## src/rtl/csem_pkg.sv

```systemverilog
// shared types and constants for the counting semaphore with timed wait queue
// no dependencies; used by csem_front, csem_back and the top level
package csem_pkg;

  localparam int QUEUE_DEPTH = 16;
  localparam int TMO_W       = 16;
  localparam int QIDX_W      = $clog2(QUEUE_DEPTH);
  localparam int QLEN_W      = $clog2(QUEUE_DEPTH + 1);
  localparam int COUNT_MAX   = 32767;

  // request opcodes
  localparam logic [1:0] OP_WAIT   = 2'd0;
  localparam logic [1:0] OP_SIGNAL = 2'd1;
  localparam logic [1:0] OP_TICK   = 2'd2;

  typedef enum logic [2:0] {
    K_GRANTED   = 3'd0,
    K_BLOCKED   = 3'd1,
    K_SIG_REL   = 3'd2,
    K_TMO_REL   = 3'd3,
    K_SIG_DONE  = 3'd4,
    K_TICK_DONE = 3'd5,
    K_ERROR     = 3'd6
  } kind_t;

  typedef struct packed {
    logic [1:0]        opcode;
    logic [3:0]        thread_id;
    logic [15:0]       timeout_ticks;
    logic signed [7:0] signal_count;
  } req_t;

  typedef struct packed {
    kind_t              kind;
    logic [3:0]         released_thread;
    logic [4:0]         released_total;
    logic signed [15:0] count_now;
    logic               last;
  } res_t;

  // classified command between front and back
  typedef enum logic [1:0] {
    C_WAIT,
    C_SIGNAL,
    C_TICK,
    C_ERROR
  } cmd_op_t;

  typedef struct packed {
    cmd_op_t          op;
    logic [3:0]       tid;
    logic [TMO_W-1:0] tmo;
    logic [6:0]       reps;
  } cmd_t;

  typedef enum logic [2:0] {
    S_IDLE,
    S_WAIT,
    S_SIG,
    S_TDEC,
    S_TREL,
    S_ERR
  } bk_state_t;

endpackage

```

## src/rtl/csem_front.sv

```systemverilog
// front end: accepts requests, classifies them into commands, two-entry queue
// depends on csem_pkg
module csem_front import csem_pkg::*; (
  input  logic clk,
  input  logic rst,
  input  logic req_valid,
  output logic req_ready,
  input  req_t req,
  output logic cmd_valid,
  input  logic cmd_ready,
  output cmd_t cmd
);

  cmd_t       cls;
  cmd_t       fifo [2];
  logic       wr_ptr;
  logic       rd_ptr;
  logic [1:0] fill;
  logic       push;
  logic       pop;

  // classify the request
  always_comb begin
    cls.tid  = req.thread_id;
    cls.tmo  = req.timeout_ticks;
    cls.reps = (req.signal_count == 8'sd0) ? 7'd1 : req.signal_count[6:0];
    case (req.opcode)
      OP_WAIT:   cls.op = C_WAIT;
      OP_SIGNAL: cls.op = req.signal_count[7] ? C_ERROR : C_SIGNAL;
      OP_TICK:   cls.op = C_TICK;
      default:   cls.op = C_ERROR;
    endcase
  end

  // queue handshake
  assign req_ready = (fill != 2'd2);
  assign cmd_valid = (fill != 2'd0);
  assign cmd       = fifo[rd_ptr];
  assign push      = req_valid && req_ready;
  assign pop       = cmd_valid && cmd_ready;

  // pointers and fill level
  always_ff @(posedge clk) begin
    if (rst) begin
      wr_ptr <= 1'b0;
      rd_ptr <= 1'b0;
      fill   <= 2'd0;
    end else begin
      if (push) wr_ptr <= ~wr_ptr;
      if (pop)  rd_ptr <= ~rd_ptr;
      case ({push, pop})
        2'b10:   fill <= fill + 2'd1;
        2'b01:   fill <= fill - 2'd1;
        default: fill <= fill;
      endcase
    end
  end

  // queue storage
  always_ff @(posedge clk) begin
    if (push) fifo[wr_ptr] <= cls;
  end

endmodule

```

## src/rtl/csem_back.sv

```systemverilog
// back end: semaphore count, wait queue, release sequencer and result register
// depends on csem_pkg
module csem_back import csem_pkg::*; (
  input  logic        clk,
  input  logic        rst,
  input  logic        cfg_we,
  input  logic [14:0] cfg_wdata,
  input  logic        cmd_valid,
  output logic        cmd_ready,
  input  cmd_t        cmd,
  output logic        res_valid,
  input  logic        res_ready,
  output res_t        res
);

  bk_state_t          state;
  bk_state_t          state_next;
  cmd_t               cur;
  logic signed [15:0] count;
  logic signed [15:0] count_next;
  logic [QLEN_W-1:0]  qlen;
  logic [QLEN_W-1:0]  qlen_next;
  logic [3:0]         q_id  [QUEUE_DEPTH];
  logic [TMO_W-1:0]   q_tmo [QUEUE_DEPTH];
  logic [QUEUE_DEPTH-1:0] expired;
  logic [6:0]         rem;
  logic [6:0]         rem_next;
  logic [4:0]         total;
  logic [4:0]         total_next;

  logic               can_emit;
  logic               emit;
  res_t               er;
  logic               do_push;
  logic               do_shift;
  logic               do_dec;
  logic [QIDX_W-1:0]  shift_idx;
  logic [QIDX_W-1:0]  first_idx;
  logic               any_exp;
  logic               sig_rel;
  logic signed [15:0] count_inc;
  logic signed [16:0] sig_sum;
  logic signed [15:0] count_bulk;

  assign can_emit = !res_valid || res_ready;
  assign any_exp  = |expired;
  assign sig_rel  = (rem != 7'd0) && (count < 16'sd0) && (qlen != '0);

  // saturating increments
  assign count_inc  = (count == 16'(COUNT_MAX)) ? count : count + 16'sd1;
  assign sig_sum    = {count[15], count} + $signed({10'd0, rem});
  assign count_bulk = (sig_sum > 17'sd32767) ? 16'(COUNT_MAX) : sig_sum[15:0];

  // oldest expired entry
  always_comb begin
    logic found;
    found     = 1'b0;
    first_idx = '0;
    for (int i = 0; i < QUEUE_DEPTH; i++) begin
      if (expired[i] && !found) begin
        first_idx = QIDX_W'(i);
        found     = 1'b1;
      end
    end
  end

  // next state
  always_comb begin
    state_next = state;
    case (state)
      S_IDLE: begin
        if (cmd_valid) begin
          case (cmd.op)
            C_WAIT:   state_next = S_WAIT;
            C_SIGNAL: state_next = S_SIG;
            C_TICK:   state_next = S_TDEC;
            default:  state_next = S_ERR;
          endcase
        end
      end
      S_WAIT, S_ERR: if (can_emit) state_next = S_IDLE;
      S_SIG:  if (can_emit && !sig_rel) state_next = S_IDLE;
      S_TDEC: state_next = S_TREL;
      S_TREL: if (can_emit && !any_exp) state_next = S_IDLE;
      default: state_next = S_IDLE;
    endcase
  end

  // datapath controls and result build
  always_comb begin
    cmd_ready  = 1'b0;
    emit       = 1'b0;
    er         = '0;
    er.kind    = K_ERROR;
    count_next = count;
    qlen_next  = qlen;
    do_push    = 1'b0;
    do_shift   = 1'b0;
    do_dec     = 1'b0;
    shift_idx  = '0;
    rem_next   = rem;
    total_next = total;
    case (state)
      S_IDLE: cmd_ready = 1'b1;
      S_WAIT: begin
        if (can_emit) begin
          emit    = 1'b1;
          er.last = 1'b1;
          if (count > 16'sd0) begin
            count_next         = count - 16'sd1;
            er.kind            = K_GRANTED;
            er.released_thread = cur.tid;
          end else if (qlen < QLEN_W'(QUEUE_DEPTH)) begin
            count_next         = count - 16'sd1;
            do_push            = 1'b1;
            qlen_next          = qlen + QLEN_W'(1);
            er.kind            = K_BLOCKED;
            er.released_thread = cur.tid;
          end
        end
      end
      S_ERR: begin
        if (can_emit) begin
          emit    = 1'b1;
          er.last = 1'b1;
        end
      end
      S_SIG: begin
        if (can_emit) begin
          emit = 1'b1;
          if (sig_rel) begin
            er.kind            = K_SIG_REL;
            er.released_thread = q_id[0];
            do_shift           = 1'b1;
            qlen_next          = qlen - QLEN_W'(1);
            count_next         = count + 16'sd1;
            rem_next           = rem - 7'd1;
            total_next         = total + 5'd1;
          end else begin
            count_next        = count_bulk;
            er.kind           = K_SIG_DONE;
            er.released_total = total;
            er.last           = 1'b1;
          end
        end
      end
      S_TDEC: do_dec = 1'b1;
      S_TREL: begin
        if (can_emit) begin
          emit = 1'b1;
          if (any_exp) begin
            er.kind            = K_TMO_REL;
            er.released_thread = q_id[first_idx];
            do_shift           = 1'b1;
            shift_idx          = first_idx;
            qlen_next          = qlen - QLEN_W'(1);
            count_next         = count_inc;
          end else begin
            er.kind = K_TICK_DONE;
            er.last = 1'b1;
          end
        end
      end
      default: ;
    endcase
    er.count_now = count_next;
  end

  // control state
  always_ff @(posedge clk) begin
    if (rst) begin
      state     <= S_IDLE;
      count     <= 16'sd1;
      qlen      <= '0;
      expired   <= '0;
      res_valid <= 1'b0;
    end else if (cfg_we) begin
      count   <= $signed({1'b0, cfg_wdata});
      qlen    <= '0;
      expired <= '0;
    end else begin
      state <= state_next;
      count <= count_next;
      qlen  <= qlen_next;
      if (emit)           res_valid <= 1'b1;
      else if (res_ready) res_valid <= 1'b0;
      if (do_dec) begin
        for (int i = 0; i < QUEUE_DEPTH; i++) begin
          expired[i] <= (i < int'(qlen)) && (q_tmo[i] == TMO_W'(1));
        end
      end else if (do_shift) begin
        for (int j = 0; j < QUEUE_DEPTH; j++) begin
          if (j >= int'(shift_idx)) begin
            expired[j] <= (j == QUEUE_DEPTH - 1) ? 1'b0 : expired[j+1];
          end
        end
      end
    end
  end

  // command latch, loop counters and result payload
  always_ff @(posedge clk) begin
    if (state == S_IDLE && cmd_valid) begin
      cur   <= cmd;
      rem   <= cmd.reps;
      total <= 5'd0;
    end else begin
      rem   <= rem_next;
      total <= total_next;
    end
    if (emit) res <= er;
  end

  // wait queue storage
  always_ff @(posedge clk) begin
    if (do_push) begin
      q_id[qlen[QIDX_W-1:0]]  <= cur.tid;
      q_tmo[qlen[QIDX_W-1:0]] <= cur.tmo;
    end
    if (do_shift) begin
      for (int j = 0; j < QUEUE_DEPTH - 1; j++) begin
        if (j >= int'(shift_idx)) begin
          q_id[j]  <= q_id[j+1];
          q_tmo[j] <= q_tmo[j+1];
        end
      end
    end
    if (do_dec) begin
      for (int i = 0; i < QUEUE_DEPTH; i++) begin
        if (i < int'(qlen) && q_tmo[i] != '0) q_tmo[i] <= q_tmo[i] - TMO_W'(1);
      end
    end
  end

endmodule

```

## src/rtl/counting_semaphore_timed_wait.sv

```systemverilog
// top level of the counting semaphore with a timed fifo wait queue
// depends on csem_pkg, csem_front and csem_back
//
//   channel | signals                        | direction
//   request | req_valid, req_ready, req      | in
//   result  | res_valid, res_ready, res      | out
//   config  | cfg_we, cfg_wdata              | in
//
// wait and error requests give one result once the back end takes them
// signal gives a release per waiter, tick one per expiry, then a summary
// the back end works one request at a time, removing one waiter per release
// reset sets count 1, a config write sets cfg_wdata; both empty the queue
// the front queue takes requests while not full, even with results stalled
module counting_semaphore_timed_wait import csem_pkg::*; (
  input  logic        clk,
  input  logic        rst,
  input  logic        req_valid,
  output logic        req_ready,
  input  req_t        req,
  output logic        res_valid,
  input  logic        res_ready,
  output res_t        res,
  input  logic        cfg_we,
  input  logic [14:0] cfg_wdata
);

  logic cmd_valid;
  logic cmd_ready;
  cmd_t cmd;

  csem_front u_front (
    .clk       (clk),
    .rst       (rst),
    .req_valid (req_valid),
    .req_ready (req_ready),
    .req       (req),
    .cmd_valid (cmd_valid),
    .cmd_ready (cmd_ready),
    .cmd       (cmd)
  );

  csem_back u_back (
    .clk       (clk),
    .rst       (rst),
    .cfg_we    (cfg_we),
    .cfg_wdata (cfg_wdata),
    .cmd_valid (cmd_valid),
    .cmd_ready (cmd_ready),
    .cmd       (cmd),
    .res_valid (res_valid),
    .res_ready (res_ready),
    .res       (res)
  );

  // summary results close the request
  a_done_last: assert property (@(posedge clk) disable iff (rst)
    res_valid && (res.kind == K_SIG_DONE || res.kind == K_TICK_DONE) |-> res.last)
    else $error("summary result without last");

  // only releases come before the summary
  a_mid_release: assert property (@(posedge clk) disable iff (rst)
    res_valid && !res.last |-> (res.kind == K_SIG_REL || res.kind == K_TMO_REL))
    else $error("non-release result without last");

  // release total bounded by queue depth
  a_total: assert property (@(posedge clk) disable iff (rst)
    res_valid |-> res.released_total <= 5'd16)
    else $error("release total too large");

  // a blocked waiter always leaves the count negative
  a_blocked_neg: assert property (@(posedge clk) disable iff (rst)
    res_valid && res.kind == K_BLOCKED |-> res.count_now < 16'sd0)
    else $error("blocked with nonnegative count");

endmodule

```

## config.mk

```make
export PLATFORM = sky130hd
export DESIGN_NAME = counting_semaphore_timed_wait
export DESIGN_NICKNAME = d
export VERILOG_FILES = /design/src/rtl/csem_pkg.sv /design/src/rtl/csem_front.sv /design/src/rtl/csem_back.sv /design/src/rtl/counting_semaphore_timed_wait.sv
export SDC_FILE = /design/constraint.sdc
export NUM_CORES = 1
export LEC_CHECK = 0
export ABC_AREA = 1
export BUFFER_PORTS_ARGS = -buffer_cell sky130_fd_sc_hd__buf_2
export CORE_MARGIN = 3
export CORE_UTILIZATION = 35
export CTS_BUF_LIST = sky130_fd_sc_hd__clkbuf_2
export DETAILED_ROUTE_END_ITERATION = 10
export PLACE_DENSITY_LB_ADDON = 0.25
export SKIP_LAST_GASP = 1
export SLEW_MARGIN = 40
export SYNTH_ARGS = -nofsm -noshare
export SYNTH_HDL_FRONTEND = slang
export SYNTH_SLANG_ARGS = --single-unit
export TNS_END_PERCENT = 50
```

## constraint.sdc

```tcl
create_clock -name clk -period 3.08 [get_ports clk]
set_input_delay 0.308 -clock clk [delete_from_list [all_inputs] [get_ports clk]]
set_output_delay 0.308 -clock clk [all_outputs]
set_load 0.02 [all_outputs]
```

==> results.cfg <==
[status]
run_status = completed

[synthesis]
avgSynthCellArea_um2 = 7.626
ys.flop_type = edfxtp_1
synthAdderAreaFrac_pct = 2.433
ys_ff_latch = 485
syn_nets = 4197
synth_xor_area_share_pct = 4.384
syn_area_um2 = 31170
netlist_instances = 4087
synth-simple-area-share_pct = 29.16
yosys_warnings = 0
synth.area.top_cells = edfxtp_1, nand2_1, nand3_1, o21ai_0, nor2_1
synth-compound-area-share_pct = 11.40
yosysSeqAreaShare_pct = 45.09
synth_top_family_by_area = simple AND/OR/NAND/NOR gates
muxShareOfSynthArea_pct = 0
synth_edf_count = 434
synth_area_leader_cell = edfxtp_1
synth_top_area_share_pct = 41.81
synth_cell_types = 56
synthArstFlopShare_pct = 0

[clock_network]
cts_buffers = 140
clk_pin_slew_ns = 0.09
htreeDepth = 4
clk_latency_ns = 1.37
cts_sinks = 485
cts_buffer_depth = 3
cts_tree = built
cts_root_buf = clkbuf_2

[drt]
vias = 29270
routedWlPerCell_um = 17.69
postRouteAntennaNets = 0
drc = 0
drt_wl_total_um = 100900
drtIter0Drc = 2537
vias_per_cell = 5.133
dr.pass1.iters = 6

[place]
place.gp.congestion = 0.9321
hpwl_um = 72530
place_area_um2 = 33770
port_buffers = 80

[power]
pwr-share-clk_pct = 20.5
seqPwrFrac_pct = 38.5
powerDensity_nw_per_um2 = 696.0
netSwitchingFraction_pct = 42.22
comb_power_share_pct = 41.0
switchingPower_mw = 10.68
vdd_drop_max_mv = 0.4025
leakage_nw = 15.75
intPower_mw = 14.62

[timing]
setup_viol = 0
maxSlewViolCount = 0
max_freq_mhz = 336.4
finalHoldViolCount = 0
period_minus_slack_ns = 2.972
grt_setup_unrepaired = true
timing.final.crit_share_pct = 96.50
skew_ns = 0.1060
worst_pin_slew_ns = 0.8923
slew_headroom_pct = 40.51
hold_slack_ns = 0.2601

[cells_and_area]
syn_to_final_growth_pct = 16.65
drive_above_1_share_pct = 12.87
final_nets = 4554
design_area_um2 = 36360
multi_input_area_um2 = 14810
seq_area_um2 = 14050
fill_cells = 9019

[critical_path]
path_delay_family = simple AND/OR/NAND/NOR gates
start_kind = register
startpoint = u_back.expired[2]
slowest_stage = dfxtp_1
critPathMaxStageDelay_ns = 0.34
worstPathCellList = nor2_1, nand2_1, nor2_4, nand2_1, nand2_1, o21ai_1, nand2_1, inv_2, nand2_2, buf_6, inv_1, nand2_1, buf_4, nand3_1, buf_4
rr_startpoint = u_back.expired[2]
path_max_fanout = 28
cpMostUsedCell = nand2_1
critPathArrivalTime_ns = 3.96
crit_required_ns = 4.07
path_class = register to register
end_kind = register
path_buf_inv = 5

[die]
rows = 108
die_w_um = 304.4
ios = 81
initial_core_util_pct = 35.59
die_h_um = 304.4
die-area_um2 = 92670
core_area_um2 = 87560

[min_path]
min_from = rst
hold_class = input port to register

[global_route]
grtUsageTotal_pct = 21.16
grt.overflow.total = 0
grt_pass1_wl_um = 156100
grt_max_degree = 34
grt_pass1_vias = 27832
antenna_found_initial = 5

[job]
maxCapViolCount = 0
[cell usage in the layout, fill, tap and decap left out, types with 120 or more instances in the layout]
master,instances
a21oi_1,158
buf_4,181
clkbuf_2,215
dlygate4sd3_1,120
edfxtp_1,434
inv_1,404
nand2_1,1052
nand3_1,443
nor2_1,411
o21ai_0,356
[what timing repair did]
action / 4_1_cts / 5_1_grt
endpoints found under the hold margin: 191 / 10
hold buffers: 118 / 2
resized for setup: 1 / 11
pin swaps: 0 / 1
setup buffers: 0 / 2
cloned: 0 / 1
setup endpoints to repair: 15 / 225
[path summary, 6_finish.rpt]
check,endpoint,slack (ns),depth (start not counted)
max,u_back.q_tmo[6][5],0.11,15
min reg2reg,u_front.rd_ptr,0.46,1
max reg2reg,u_back.q_tmo[6][5],0.11,15
min,u_back.state[2],0.26,5
[worst min-delay path, stage by stage]
cell,delay [ns]
dlygate4sd3_1,0.52
buf_2,0.14
inv_1,0.31
o21ai_0,0.18
a21oi_1,0.06
[through the flow]
step / cells / setup slack [ns] / setup TNS, ns / utilization, % / power (mW)
2_1_floorplan: 4087 / 0.3439 / 0 / - / 15.86
3_3_place_gp: 5334 / -0.02366 / -0.04159 / 38.55 / 19.90
3_5_place_dp: 5334 / -0.04511 / -0.3722 / 38.56 / 19.99
4_1_cts: 5695 / -0.004784 / -0.004784 / 41.43 / 25.35
5_1_grt: 5702 / -0.07908 / -2.082 / 41.52 / 26.95
6_report: 5702 / 0.1077 / 0 / 41.52 / 25.30
[final cells by class]
type,count,share of cell area (%)
multi-input cells,3000,40.73
flip-flops and latches,485,38.66
repair buffers,389,8.535
inverters,427,4.426
well taps,1155,3.975
clock buffers,215,2.960
clock inverters,28,0.6917
repair inverters,1,0.01377
diodes,2,0.01377
[Yosys cell counts (2+ instances only)]
cell type,number
nand2_1,1054
nand3_1,443
edfxtp_1,434
nor2_1,414
inv_1,406
o21ai_0,358
a21oi_1,158
xor2_1,117
clkbuf_1,111
nor3_1,71
ha_1,59
dfxtp_1,51
nand4_1,46
buf_2,41
xnor2_1,39
o21ai_1,28
o211ai_1,27
nor4_1,20
or2_2,19
o22ai_1,18
a31oi_1,17
nand2_2,16
buf_1,14
a22oi_1,12
inv_2,11
nand3b_1,11
clkinv_1,10
nor2_2,9
buf_4,7
o221ai_1,7
a21o_1,6
nor2_4,6
o31ai_1,6
and2_1,4
nand3_2,4
a21boi_0,3
a21oi_2,3
a32oi_1,3
nand2_4,3
nor3_2,3
nor3b_1,2
or3_1,2
[cells by family (layout without fill, tap and decap cells)]
| kind of cell | after synthesis | count (layout) |
|---|---|---|
| buffers and inverters | 602 | 1060 |
| flip-flops | 485 | 485 |
| XOR/XNOR | 156 | 156 |
| other | 0 | 2 |
| AND/OR/NAND/NOR | 2128 | 2128 |
| AO/OA/AOI/OAI | 656 | 656 |
| adder cells (fa/ha/maj) | 60 | 60 |
[registers in the layout, indices dropped and copies added, names as in the netlist, named ones only]
| signal | flops |
|---|---|
| u_back.cur | 20 |
| u_back.rem | 7 |
| u_back.expired | 16 |
| u_front.fill | 2 |
| u_back.state | 3 |
| u_front.fifo | 58 |
| u_back.q_tmo | 256 |
| u_front.rd_ptr | 1 |
| u_front.wr_ptr | 1 |
| u_back.res | 29 |
| u_back.res_valid | 1 |
| u_back.count | 16 |
| u_back.qlen | 5 |
| u_back.q_id | 64 |
| u_back.total | 5 |
[power groups by stage]
stage                     logic, mW  registers [mW]  clock network, mW
final                          10.4            9.73               5.19
after global routing           11.5            9.79               5.69
after CTS                      10.3            9.70               5.35
after detailed placement       10.1            9.85                  0
after global placement         10.1            9.84                  0
after floorplan                6.14            9.72                  0
[per-layer routing]
layer	wire length [um]	track usage [%]	vias up
li1	-	-	14499
met1	45490	28.83	13610
met2	45540	33.67	961
met3	7037	3.925	200
met4	2802	7.411	0
met5	0	0	-
(Power assumes the default switching activity.)
